### config.mk
export PLATFORM = sky130hd
export DESIGN_NAME = rc_throttle_filter_hbridge_drive
export DESIGN_NICKNAME = d
export VERILOG_FILES = /design/src/rtl/rctf_pkg.sv /design/src/rtl/rctf_avg.sv /design/src/rtl/rctf_drive.sv /design/src/rtl/rc_throttle_filter_hbridge_drive.sv
export VERILOG_INCLUDE_DIRS = /design/src /design/src/rtl
export SDC_FILE = /design/constraint.sdc
export NUM_CORES = 1
export LEC_CHECK = 0
export BUFFER_PORTS_ARGS = -buffer_cell sky130_fd_sc_hd__buf_2
export CORE_ASPECT_RATIO = 0.8
export CORE_MARGIN = 2
export CORE_UTILIZATION = 30
export CTS_CLUSTER_SIZE = 14
export DETAILED_ROUTE_END_ITERATION = 10
export PLACE_DENSITY = 0.48
export SYNTH_ARGS = -nofsm -noshare
export SYNTH_HDL_FRONTEND = slang
export SYNTH_HIERARCHICAL = 1
export SYNTH_SLANG_ARGS = --single-unit
### constraint.sdc
create_clock -name clk -period 7.6 [get_ports clk]
set_input_delay 0.76 -clock clk [delete_from_list [all_inputs] [get_ports clk]]
set_output_delay 0.76 -clock clk [all_outputs]
set_load 0.1 [all_outputs]
### src/rtl/rc_throttle_filter_hbridge_drive_defines.svh
// Assertion macros for the throttle filter and H-bridge drive block.
// Used by the top level; expects signals clk and rst in the including scope.
`ifndef RC_THROTTLE_FILTER_HBRIDGE_DRIVE_DEFINES_SVH
`define RC_THROTTLE_FILTER_HBRIDGE_DRIVE_DEFINES_SVH

// Same-cycle implication, checked outside reset.
`define RCTF_ASSERT_IMPL(label, ante, cons) \
  label: assert property (@(posedge clk) disable iff (rst) (ante) |-> (cons)) \
    else $error("rctf implication check failed");

// Next-cycle implication, checked outside reset.
`define RCTF_ASSERT_NEXT(label, ante, cons) \
  label: assert property (@(posedge clk) disable iff (rst) (ante) |=> (cons)) \
    else $error("rctf next-cycle check failed");

`endif

### src/rtl/rctf_pkg.sv
// Shared types and constants for the throttle filter and H-bridge drive block.
// No dependencies; used by rctf_avg, rctf_drive and the top level.
package rctf_pkg;

  localparam int WIDTH_W = 11;

  localparam logic [15:0] COUNT_TOP = 16'd10000;
  localparam logic [15:0] FAIL_LOW = 16'd900;
  localparam logic [15:0] FAIL_HIGH = 16'd2100;
  localparam logic [15:0] CLAMP_LOW = 16'd1000;
  localparam logic [15:0] CLAMP_HIGH = 16'd2000;
  localparam logic [WIDTH_W-1:0] NEUTRAL = 11'd1550;
  localparam logic [WIDTH_W-1:0] WIDTH_MIN = 11'd1000;
  localparam logic [WIDTH_W-1:0] WIDTH_MAX = 11'd2000;
  localparam logic [WIDTH_W-1:0] FWD_LIMIT = 11'd1500;
  localparam logic [WIDTH_W-1:0] BRAKE_LIMIT = 11'd1600;
  localparam logic [WIDTH_W-1:0] FWD_TOP = 11'd1499;
  localparam logic [7:0] DUTY_FULL = 8'd255;

  // x / 498 == (x * FWD_RECIP) >> FWD_SHIFT for every x up to 499 * 256
  localparam logic [17:0] FWD_RECIP = 18'd134757;
  localparam int FWD_SHIFT = 26;

  localparam logic REG_SPEED_LIMIT = 1'b0;
  localparam logic [7:0] SPEED_LIMIT_RST = 8'd255;

  typedef enum logic [1:0] {
    MODE_FORWARD = 2'd0,
    MODE_BRAKE = 2'd1,
    MODE_COAST = 2'd2
  } drive_mode_t;

  typedef struct packed {
    logic cap_load;
    logic sum_load;
    logic avg_load;
  } avg_ctl_t;

  typedef struct packed {
    logic prod_load;
    logic out_load;
  } drive_ctl_t;

endpackage

### src/rtl/rctf_avg.sv
// Pulse width qualification, ring buffer with running sum, and average.
// Depends on rctf_pkg; load strobes come from the top-level pipeline control.
module rctf_avg #(
  parameter int TAPS = 5
) (
  input  logic                         clk,
  input  logic                         rst,
  input  rctf_pkg::avg_ctl_t           ctl,
  input  logic [15:0]                  capture_count,
  output logic [rctf_pkg::WIDTH_W-1:0] avg
);

  localparam int SUM_W = $clog2(TAPS * 2000 + 1);
  localparam int POS_W = (TAPS > 1) ? $clog2(TAPS) : 1;
  localparam int DIV_L = $clog2(TAPS);
  localparam int DIV_S = SUM_W + DIV_L;
  localparam int DIV_MW = SUM_W + 1;
  localparam int DIV_M = ((1 << DIV_S) + TAPS - 1) / TAPS;
  localparam int PROD_W = SUM_W + DIV_MW;
  localparam int SUM_RST = TAPS * 1550;

  logic [15:0]                  cap;
  logic [rctf_pkg::WIDTH_W-1:0] ring [TAPS];
  logic [POS_W-1:0]             pos;
  logic [POS_W-1:0]             pos_next;
  logic [SUM_W-1:0]             sum;
  logic [SUM_W-1:0]             sum_next;
  logic [15:0]                  raw_width;
  logic [15:0]                  qual_width;
  logic [rctf_pkg::WIDTH_W-1:0] width;
  logic [PROD_W-1:0]            div_prod;
  logic [DIV_MW-1:0]            div_m;

  // Input register
  always_ff @(posedge clk) begin
    if (ctl.cap_load) begin
      cap <= capture_count;
    end
  end

  // Width from the down-counting capture, wrapped to 16 bits
  always_comb begin
    raw_width = rctf_pkg::COUNT_TOP - cap;
    if (raw_width > rctf_pkg::FAIL_HIGH || raw_width < rctf_pkg::FAIL_LOW) begin
      qual_width = {5'd0, rctf_pkg::NEUTRAL};
    end else begin
      qual_width = raw_width;
    end
    priority if (qual_width < rctf_pkg::CLAMP_LOW) begin
      width = rctf_pkg::WIDTH_MIN;
    end else if (qual_width > rctf_pkg::CLAMP_HIGH) begin
      width = rctf_pkg::WIDTH_MAX;
    end else begin
      width = qual_width[rctf_pkg::WIDTH_W-1:0];
    end
  end

  assign sum_next = sum - SUM_W'(ring[pos]) + SUM_W'(width);
  assign pos_next = (pos == POS_W'(TAPS - 1)) ? '0 : pos + POS_W'(1);

  // Ring buffer and running sum; the sum register is also the stage payload
  always_ff @(posedge clk) begin
    if (rst) begin
      for (int i = 0; i < TAPS; i++) begin
        ring[i] <= rctf_pkg::NEUTRAL;
      end
      sum <= SUM_W'(SUM_RST);
      pos <= '0;
    end else if (ctl.sum_load) begin
      ring[pos] <= width;
      sum <= sum_next;
      pos <= pos_next;
    end
  end

  // Divide by TAPS through a rounded-up reciprocal, exact over the sum range
  assign div_m = DIV_MW'(DIV_M);
  assign div_prod = PROD_W'(sum) * PROD_W'(div_m);

  always_ff @(posedge clk) begin
    if (ctl.avg_load) begin
      avg <= div_prod[DIV_S +: rctf_pkg::WIDTH_W];
    end
  end

endmodule

### src/rtl/rctf_drive.sv
// H-bridge mode and duty mapping from the filtered width, two register stages.
// Depends on rctf_pkg; load strobes come from the top-level pipeline control.
module rctf_drive (
  input  logic                         clk,
  input  rctf_pkg::drive_ctl_t         ctl,
  input  logic [rctf_pkg::WIDTH_W-1:0] avg,
  input  logic [7:0]                   speed_limit,
  output logic [rctf_pkg::WIDTH_W-1:0] filtered_width,
  output rctf_pkg::drive_mode_t        drive_mode,
  output logic                         high_side_a,
  output logic                         high_side_b,
  output logic [7:0]                   duty_a,
  output logic [7:0]                   duty_b
);

  rctf_pkg::drive_mode_t        mode_next;
  rctf_pkg::drive_mode_t        mode;
  logic [rctf_pkg::WIDTH_W-1:0] avg_s;
  logic [rctf_pkg::WIDTH_W-1:0] fwd_diff;
  logic [17:0]                  prod_next;
  logic [17:0]                  prod;
  logic [35:0]                  quot_prod;
  logic [9:0]                   quot;
  logic [7:0]                   fwd_duty;
  logic                         hsa_next;
  logic [7:0]                   da_next;
  logic [7:0]                   db_next;

  always_comb begin
    priority if (avg < rctf_pkg::FWD_LIMIT) begin
      mode_next = rctf_pkg::MODE_FORWARD;
    end else if (avg > rctf_pkg::BRAKE_LIMIT) begin
      mode_next = rctf_pkg::MODE_BRAKE;
    end else begin
      mode_next = rctf_pkg::MODE_COAST;
    end
  end

  // Distance below the top forward width (FWD_TOP), zero outside forward
  assign fwd_diff = (mode_next == rctf_pkg::MODE_FORWARD) ? (rctf_pkg::FWD_TOP - avg) : '0;
  assign prod_next = 18'(fwd_diff[8:0]) * 18'({1'b0, speed_limit} + 9'd1);

  always_ff @(posedge clk) begin
    if (ctl.prod_load) begin
      prod <= prod_next;
      mode <= mode_next;
      avg_s <= avg;
    end
  end

  // Divide by the forward span, then saturate (top of range gives 256)
  assign quot_prod = 36'(prod) * 36'(rctf_pkg::FWD_RECIP);
  assign quot = quot_prod[rctf_pkg::FWD_SHIFT +: 10];
  assign fwd_duty = (quot > 10'(rctf_pkg::DUTY_FULL)) ? rctf_pkg::DUTY_FULL : quot[7:0];

  always_comb begin
    hsa_next = 1'b0;
    da_next = '0;
    db_next = '0;
    unique case (mode)
      rctf_pkg::MODE_FORWARD: begin
        hsa_next = 1'b1;
        da_next = fwd_duty;
      end
      rctf_pkg::MODE_BRAKE: begin
        da_next = rctf_pkg::DUTY_FULL;
        db_next = rctf_pkg::DUTY_FULL;
      end
      rctf_pkg::MODE_COAST: begin
        hsa_next = 1'b0;
      end
      default: begin
        hsa_next = 1'b0;
      end
    endcase
  end

  // Result register
  always_ff @(posedge clk) begin
    if (ctl.out_load) begin
      filtered_width <= avg_s;
      drive_mode <= mode;
      high_side_a <= hsa_next;
      high_side_b <= 1'b0;
      duty_a <= da_next;
      duty_b <= db_next;
    end
  end

endmodule

### src/rtl/rc_throttle_filter_hbridge_drive.sv
// Top level: throttle pulse filter with H-bridge drive mapping.
// Depends on rctf_pkg, rctf_avg, rctf_drive and the assertion macro header.
//
//   channel   handshake                    payload
//   capture   capture_valid/capture_ready  capture_count[15:0]
//   result    result_valid/result_ready    filtered_width, drive_mode, high_side_a/b,
//                                          duty_a, duty_b
//   config    APB write/read, pready = 1   speed limit at byte address 0
//
// One capture per cycle unless a stalled result holds the pipeline back.
// Five register stages: input, running sum, average, duty product, result.
// Each stage advances when the next one is empty or advancing; a stalled result
// holds the stages behind it. Synchronous reset clears the valid bits and sets the ring
// buffer (all entries 1550), the running sum (TAPS * 1550) and the speed limit (255).
`include "rc_throttle_filter_hbridge_drive_defines.svh"

module rc_throttle_filter_hbridge_drive #(
  parameter int TAPS = 5
) (
  input  logic        clk,
  input  logic        rst,
  input  logic        capture_valid,
  output logic        capture_ready,
  input  logic [15:0] capture_count,
  output logic        result_valid,
  input  logic        result_ready,
  output logic [10:0] filtered_width,
  output logic [1:0]  drive_mode,
  output logic        high_side_a,
  output logic        high_side_b,
  output logic [7:0]  duty_a,
  output logic [7:0]  duty_b,
  input  logic        psel,
  input  logic        penable,
  input  logic        pwrite,
  input  logic [2:0]  paddr,
  input  logic [31:0] pwdata,
  output logic [31:0] prdata,
  output logic        pready
);

  logic                  speed_limit_wr;
  logic [7:0]            speed_limit;
  logic                  v_cap;
  logic                  v_sum;
  logic                  v_avg;
  logic                  v_prod;
  rctf_pkg::avg_ctl_t    avg_ctl;
  rctf_pkg::drive_ctl_t  drive_ctl;
  logic [10:0]           avg;
  rctf_pkg::drive_mode_t mode_out;

  // Configuration register
  assign pready = 1'b1;
  assign speed_limit_wr = psel && penable && pwrite && (paddr[2] == rctf_pkg::REG_SPEED_LIMIT);

  always_ff @(posedge clk) begin
    if (rst) begin
      speed_limit <= rctf_pkg::SPEED_LIMIT_RST;
    end else if (speed_limit_wr) begin
      speed_limit <= pwdata[7:0];
    end
  end

  assign prdata = (paddr[2] == rctf_pkg::REG_SPEED_LIMIT) ? {24'd0, speed_limit} : '0;

  // Pipeline advance, back to front
  assign drive_ctl.out_load = v_prod && (!result_valid || result_ready);
  assign drive_ctl.prod_load = v_avg && (!v_prod || drive_ctl.out_load);
  assign avg_ctl.avg_load = v_sum && (!v_avg || drive_ctl.prod_load);
  assign avg_ctl.sum_load = v_cap && (!v_sum || avg_ctl.avg_load);
  assign capture_ready = !v_cap || avg_ctl.sum_load;
  assign avg_ctl.cap_load = capture_valid && capture_ready;

  always_ff @(posedge clk) begin
    if (rst) begin
      v_cap <= 1'b0;
      v_sum <= 1'b0;
      v_avg <= 1'b0;
      v_prod <= 1'b0;
      result_valid <= 1'b0;
    end else begin
      if (avg_ctl.cap_load) begin
        v_cap <= 1'b1;
      end else if (avg_ctl.sum_load) begin
        v_cap <= 1'b0;
      end
      if (avg_ctl.sum_load) begin
        v_sum <= 1'b1;
      end else if (avg_ctl.avg_load) begin
        v_sum <= 1'b0;
      end
      if (avg_ctl.avg_load) begin
        v_avg <= 1'b1;
      end else if (drive_ctl.prod_load) begin
        v_avg <= 1'b0;
      end
      if (drive_ctl.prod_load) begin
        v_prod <= 1'b1;
      end else if (drive_ctl.out_load) begin
        v_prod <= 1'b0;
      end
      if (drive_ctl.out_load) begin
        result_valid <= 1'b1;
      end else if (result_ready) begin
        result_valid <= 1'b0;
      end
    end
  end

  rctf_avg #(
    .TAPS(TAPS)
  ) u_avg (
    .clk          (clk),
    .rst          (rst),
    .ctl          (avg_ctl),
    .capture_count(capture_count),
    .avg          (avg)
  );

  rctf_drive u_drive (
    .clk           (clk),
    .ctl           (drive_ctl),
    .avg           (avg),
    .speed_limit   (speed_limit),
    .filtered_width(filtered_width),
    .drive_mode    (mode_out),
    .high_side_a   (high_side_a),
    .high_side_b   (high_side_b),
    .duty_a        (duty_a),
    .duty_b        (duty_b)
  );

  assign drive_mode = mode_out;

  `RCTF_ASSERT_IMPL(a_width_range, result_valid, filtered_width >= 11'd1000 && filtered_width <= 11'd2000)
  `RCTF_ASSERT_IMPL(a_fwd_side, result_valid && mode_out == rctf_pkg::MODE_FORWARD, high_side_a && duty_b == 8'd0 && filtered_width < 11'd1500)
  `RCTF_ASSERT_IMPL(a_brake_duty, result_valid && mode_out == rctf_pkg::MODE_BRAKE, duty_a == 8'd255 && duty_b == 8'd255 && !high_side_a)
  `RCTF_ASSERT_NEXT(a_sum_flows, avg_ctl.sum_load && !avg_ctl.avg_load, v_sum)

endmodule

---- After elaboration in Yosys (flattened, before gate mapping) ----
Memories as Yosys holds them, arrays and structs flattened. A register that Yosys moved wholly into a read port is not among the register bits.
Index checks and enable logic that the tools add are counted.
cells by class
  equal/unequal tests ..................... 2
  reduce and logical (&&, ||, !) cells .... 27
  order comparisons ....................... 7
  bitwise operators ....................... 1
  muxes and demuxes ....................... 32
  add/subtract/negate cells ............... 6
  multiply operators ...................... 3
operators by type and width
  cell                                                                     count
  18-bit by 18-bit multiplier with 36-bit output (second input constant)   1
  11-bit 2-to-1 mux                                                        3
  16-bit by 10-bit < comparator with 1-bit output (second input constant)  2
  14-bit by 15-bit multiplier with 28-bit output (second input constant)   1
  8-bit 2-to-1 mux                                                         3
  9-bit by 18-bit multiplier with 18-bit output                            1
  1-bit 2-to-1 mux                                                         17
  16-bit by 11-bit > comparator with 1-bit output (second input constant)  1
  16-bit by 12-bit > comparator with 1-bit output (second input constant)  1
  16-bit 2-to-1 mux                                                        1
  8-bit one-hot mux with 2 select lines                                    1
  14-bit by 16-bit subtractor with 16-bit output (first input constant)    1
  14-bit by 11-bit adder with 14-bit output                                1
  14-bit by 11-bit subtractor with 14-bit output                           1
  3-bit 2-to-1 mux                                                         4
  11-bit > comparator (second input constant)                              1
  11-bit < comparator (second input constant)                              1
  11-bit OR reduction                                                      1
  10-bit by 8-bit > comparator with 1-bit output (second input constant)   1
  2-bit nonzero test                                                       5
  8-bit by 1-bit adder with 9-bit output (second input constant)           1
  9-bit 2-to-1 mux                                                         1
  9-bit subtractor (first input constant)                                  1
  1-bit logical AND                                                        8
  8 further kinds                                                          19
word-level totals
  bits of input ports ..................... 58
  RAM bits ................................ 55
  logic and storage cells ................. 97
  register bits after elaboration ......... 118
  memories ................................ 1
memories
  memory      depth  bits a word  read ports  clocked after memory_dff  write ports  line            text
  u_avg.ring  5      11           1           1                         5            rctf_avg.sv:23  logic [rctf_pkg::WIDTH_W-1:0] ring [TAPS];

---- Depth between registers and ports, before layout ----
  depth after elaboration ................. 14
  mapped depth ............................ 25
  gate-level depth less buffers ........... 24

---- Modules after synthesis ----
The synthesis kept the hierarchy.
modules (own cells, without submodules)
  module                            area each (µm²)  cells an instance  instances
  rctf_avg                          10183.5          865                1
  rctf_drive                        9247.6           916                1
  rc_throttle_filter_hbridge_drive  817.0            96                 1

---- Worst setup path after synthesis ----
Ideal clock, no wire load.
  kind .................................... register -> register
  start ................................... register u_avg/avg[2] (netlist name)
  end ..................................... register u_drive.prod[17], data pin
  required time ........................... 7334 ps
  arrival ................................. 5401 ps
  slack ................................... 1933 ps
  cell stages (with the launch flop) ...... 24
  cell sequence ........................... edfxtp_1 and3_1 o21ai_1 nor2_1 o21a_1 clkbuf_1 nor2_1 nand2_1 fa_1 fa_1 inv_1 ha_1 inv_1 fa_1 inv_1 ha_1 a21o_1 a21oi_1 nand2b_1 a21boi_0 o311a_1 o31ai_1 mux2i_1 nand4_1
on the way
  cells in the longest elaborated chain, start to end .. 6
RTL lines
  element                                            line              text
  start, declared                                    rctf_avg.sv:10    output logic [rctf_pkg::WIDTH_W-1:0] avg
  start signal, assigned                             rctf_avg.sv:82    avg <= div_prod[DIV_S +: rctf_pkg::WIDTH_W];
  11-bit > comparator                                rctf_drive.sv:32  end else if (avg > rctf_pkg::BRAKE_LIMIT) begin
  2-bit 2-to-1 mux                                   rctf_drive.sv:32
  2-bit 2-to-1 mux                                   rctf_drive.sv:30  priority if (avg < rctf_pkg::FWD_LIMIT) begin
  2-bit zero test                                    rctf_drive.sv:40  assign fwd_diff = (mode_next == rctf_pkg::MODE_FORWARD) ? (rctf_pkg::FWD_TOP - avg) : '0;
  9-bit 2-to-1 mux (*)                               rctf_drive.sv:40
  9-bit by 18-bit multiplier with 18-bit output (*)  rctf_drive.sv:41  assign prod_next = 18'(fwd_diff[8:0]) * 18'({1'b0, speed_limit} + 9'd1);
  named net u_drive.prod_next[17]                    rctf_drive.sv:20  logic [17:0] prod_next;
  end signal, assigned                               rctf_drive.sv:45  prod <= prod_next;
  end, declared                                      rctf_drive.sv:21  logic [17:0] prod;
The timed path passes the listed nets; every way through them passes the cells marked *.
A chain may end at the register's enable or synchronous reset.

---- Final worst setup path ----
  start ................................... register u_avg.cap[0]
  end ..................................... register u_avg.sum[13]
on the way
  cells in the longest elaborated chain, start to end .. 8
RTL lines
  element                                                                                                                    line            text
  start, declared                                                                                                            rctf_avg.sv:22  logic [15:0] cap;
  start signal, assigned                                                                                                     rctf_avg.sv:37  cap <= capture_count;
  14-bit by 16-bit subtractor with 16-bit output (*)                                                                         rctf_avg.sv:43  raw_width = rctf_pkg::COUNT_TOP - cap;
  16-bit by 12-bit > comparator with 1-bit output / 16-bit by 10-bit < comparator with 1-bit output (equally long branches)  rctf_avg.sv:44  if (raw_width > rctf_pkg::FAIL_HIGH || raw_width < rctf_pkg::FAIL_LOW) begin
  1-bit logical OR                                                                                                           rctf_avg.sv:44
  16-bit 2-to-1 mux (*)                                                                                                      rctf_avg.sv:44
  16-bit by 11-bit > comparator with 1-bit output                                                                            rctf_avg.sv:51  end else if (qual_width > rctf_pkg::CLAMP_HIGH) begin
  11-bit 2-to-1 mux                                                                                                          rctf_avg.sv:51
  11-bit 2-to-1 mux (*)                                                                                                      rctf_avg.sv:49  priority if (qual_width < rctf_pkg::CLAMP_LOW) begin
  named net u_avg.width, one bit                                                                                             rctf_avg.sv:30  logic [rctf_pkg::WIDTH_W-1:0] width;
  14-bit by 11-bit adder with 14-bit output (*)                                                                              rctf_avg.sv:58  assign sum_next = sum - SUM_W'(ring[pos]) + SUM_W'(width);
  end signal, assigned                                                                                                       rctf_avg.sv:67  sum <= SUM_W'(SUM_RST);
  end signal, assigned                                                                                                       rctf_avg.sv:71  sum <= sum_next;
  end, declared                                                                                                              rctf_avg.sv:26  logic [SUM_W-1:0] sum;
Marked as above.

==> run metrics <==
Net count, final approximately 2.5k; number of logic stages on the critical path including buffering 20; ant diodes 0; number of nets with antenna violations after detailed routing 0; synthesis-to-layout area growth 9.95%; Resize count post-CTS 0; depth of the most critical reg-to-reg path 20; violation count after the first detailed-routing iteration between 600 and 700; leakage power between 10 and 15 nW; number of clock buffers inserted by TritonCTS 26; area of the core approximately 0.067 sq mm; unrepaired setup endpoints after global routing false; CP Class reg2reg; setup TNS 0 ns; clock tree sinks approximately 200; Post-synth EDFFs 169; Sequential Power Share ~16%; number of failing hold endpoints at the final stage 0; number of vias per cell 4.55; maximum resistive drop on vdd 0.362 mV; post-route minimum period between 6 and 7 ns; fillcell total 6848; power density of the placed cells 444 mW/mm^2; number of flip-flops and latches in the synthesized netlist just over 200; Site Rows 85; Synth warnings 6; Routed met1 length ~21 mm; net switching fraction of the power ~47%; cell-internal power 5.23 mW; Clock Latency Late Sink around 0.57 ns; total detailed-routing wirelength between 40 and 50 mm; initial antenna violation count 0; Reg2Reg Launch Point u_avg/cap[0]$_DFFE_PP_; Primary FF master, synth edfxtp_1; leading area contributor after synthesis edfxtp_1; buffer type at the clock tree root clkbuf_16; number of vias after detailed routing approximately 13k; final worst clock skew between 0.03 and 0.04 ns; Yosys top cell area share between 20% and 30%; worst relative slew slack 17.3%; Setup Viol. Count Final 0; Min-Delay Path Class in2reg; worst slew pin tran around 1.2 ns; Arrival @ worst endpoint 7.10 ns; cts hold-fix bufs 0; initial standard-cell utilization of the core just over 30%; vias in the first global route roughly 14k; Critical Path RT between 8 and 9 ns; clock power share approximately an eighth; worst-case clock buffer depth 3; combined buffer and inverter count along the critical path 2; number of maximum-capacitance constraint violations 0; I/O pin count around 120; register-to-register setup slack 0.98 ns; number of setup buffers added after CTS 0; number of distinct library cells after synthesis 89; count of port buffers added during placement 71; ys async rst share 0%; worst hold path stage count 1; Finished Layout Cells 2830; Reg-to-Reg End u_avg/sum[13]$_SDFFE_PP0P_; synthesized area between 0.02 and 0.025 sq mm; critical path fanouts, max 13; pin count of the biggest net entering global routing 37; CTS tree done; weighted congestion reported at the end of routability-driven placement roughly 0.83; outcome completed; standard cell with the maximum stage delay on the critical path o31ai_2; WL per Instance 15.3 um; cells taking the most area after synthesis edfxtp_1 25%, fa_1 20%, ha_1 18%, inv_1 7.6%, dfxtp_1 3.3%; Detail Route met3 WL between 1 and 1.5 mm; Psw 4.66 mW; share of cells above drive strength 1 10.4%; die span in x roughly 300 um; stage delay of the slowest cell on the critical path 0.69 ns; hold path start capture_count[6]; average footprint of a synthesized cell 10.8 sq um; clock-pin slew on the worst setup and hold paths ~0.060 ns; wire length of the first global-routing pass just over 70 mm; Met2 Wirelength 20.1 mm; dominant delay contributor by cell family on the critical path compound AO/OA/AOI/OAI gates; DRC violation count after routing 0; CP Cell Sequence inv_1 -> ha_1 -> or3b_1 -> nor4_1 -> and3b_1 -> a21oi_1 -> nor3_2 -> o21ai_2 -> o31ai_2 -> inv_1 -> fa_1 -> ha_1 -> o21ai_0 -> nor2_1 -> nor4_1 -> o31ai_1 -> o41ai_1 -> o21ai_0 -> xnor2_1 -> a21o_1; commonest non-fill, non-tap cell in the layout inv_1; overflow left after global routing 0; proportion of synthesized chip area in sequential cells around 28%; total track usage about 13%; Synth Instances ~1.9k; maximum clock frequency between 0.15 and 0.2 GHz; final period utilization approximately 87%; HPWL reported at the end of detailed placement roughly 35 mm; Detailed Routing Iterations Pass 1 5; top metal layer carrying routed signals met4; power share of the combinational group between 70% and 80%; Inst Count DP approximately 2.8k; area of the die 0.0696 sq mm; commonest cells after routing, fill and taps aside 408 x inv_1, 298 x ha_1, 204 x fa_1, 169 x edfxtp_1, 121 x nor2_1; launching element type of the critical path flip-flop; # H-tree levels 1; Die Y 236 um; crit end category flip-flop; Worst Hold Endpoint u_avg/cap[6]$_DFFE_PP_; final count of pins violating max slew 0
## layer usage
layer  up-vias  GRT usage, %
met5         -             0
met4         0          2.37
met3        40          1.57
met2       123          21.1
met1      6395          18.4
li1       6325             -
## metrics by stage
step                      setup WS (ns)  hold slack, ns  total power, mW  utilization [%]  instance area (sq um)
after floorplan                    1.93           0.400             7.16                -                  20300
after global placement             1.13           0.410             8.70             32.0                  21500
after detailed placement           1.04           0.408             8.82             32.0                  21500
after CTS                         0.989           0.328             10.1             33.2                  22300
after global routing              0.525           0.335             11.3             33.2                  22300
final                             0.980           0.359             9.88             33.2                  22300
## cell usage after synthesis, types with 5 or more instances
cell type and instances:
mux2i_1 24, a21o_1 13, mux4_2 22, nor4_1 8, nand3_1 12, buf_4 33
nand2b_1 19, a21oi_1 42, o41ai_1 5, a211oi_1 9, o21a_1 7, nor2b_1 14
a31oi_1 13, and3_1 15, o211ai_1 6, and2_1 6, or3_1 17, buf_1 5
fa_1 204, ha_1 298, clkbuf_1 20, inv_1 408, o21ai_0 31, or2_2 12
o31ai_1 5, nand4_1 16, and2b_2 8, nor2_1 122, nand2_1 92, a21boi_0 7
edfxtp_1 169, xor2_1 22, nor3_1 25, dfxtp_1 33, mux2_2 6, xnor2_1 36
## sequential cells by signal (all words and copies together), names as in the netlist, named ones only
name	count
u_avg/avg	11
u_drive/duty_a	8
u_avg/pos	3
v_sum	1
u_avg/ring	88
u_drive/drive_mode	2
v_avg	1
v_cap	1
u_avg/cap	16
u_drive/mode	2
v_prod	1
u_drive/filtered_width	11
result_valid	1
u_drive/avg_s	11
u_avg/sum	14
u_drive/high_side_a	1
u_drive/duty_b	1
speed_limit	8
u_drive/prod	18
## final cells by class
type                       instances  area [sq um]  area share (%)
multi-input combinational       1220         12700            56.9
clock inverter                    17           140           0.629
inverter                         412          1550            6.95
tap                              870          1090            4.89
timing repair buffer              79           415            1.87
sequential                       202          5740            25.8
clock buffer                      30           666            2.99
## kinds of logic after synthesis
kind of cell	share of synthesized area [%]
compound gates	7.38
xor+xnor	2.51
fa+ha+maj	38.6
buf+inv	9.65
flops	28.3
mux	3.97
other cells	0.0556
simple gates	9.53
## power by group through the flow
| stage | clock, mW | combinational [mW] | sequential [mW] |
|---|---|---|---|
| 3_5_place_dp | 0 | 7.21 | 1.62 |
| 3_3_place_gp | 0 | 7.09 | 1.61 |
| 4_1_cts | 1.22 | 7.30 | 1.59 |
| 2_1_floorplan | 0 | 5.61 | 1.55 |
| 6_report | 1.18 | 7.12 | 1.59 |
| 5_1_grt | 1.25 | 8.41 | 1.60 |
## worst reg2reg max path, delay by kind of cell (launching register included)
kind	cells	cell delay (ns)
compound gates	8	2.26
simple gates	6	1.95
fa+ha+maj	3	1.14
flops	1	0.56
buf+inv	2	0.45
xor+xnor	1	0.16
## how the worst max path moves through the flow
stage                           start                    endpoint  slack (ns)
2_1_floorplan  u_avg/avg[2]$_DFFE_PP_  u_drive/prod[17]$_DFFE_PP_        1.93
3_3_place_gp   u_avg/cap[0]$_DFFE_PP_  u_avg/sum[13]$_SDFFE_PP0P_        1.13
3_5_place_dp   u_avg/cap[0]$_DFFE_PP_  u_avg/sum[13]$_SDFFE_PP0P_        1.04
4_1_cts        u_avg/cap[0]$_DFFE_PP_  u_avg/sum[13]$_SDFFE_PP0P_        0.99
5_1_grt        u_avg/cap[0]$_DFFE_PP_  u_avg/sum[13]$_SDFFE_PP0P_        0.53
6_report       u_avg/cap[0]$_DFFE_PP_  u_avg/sum[13]$_SDFFE_PP0P_        0.98
No activity file was read; power rests on OpenSTA's default activity.
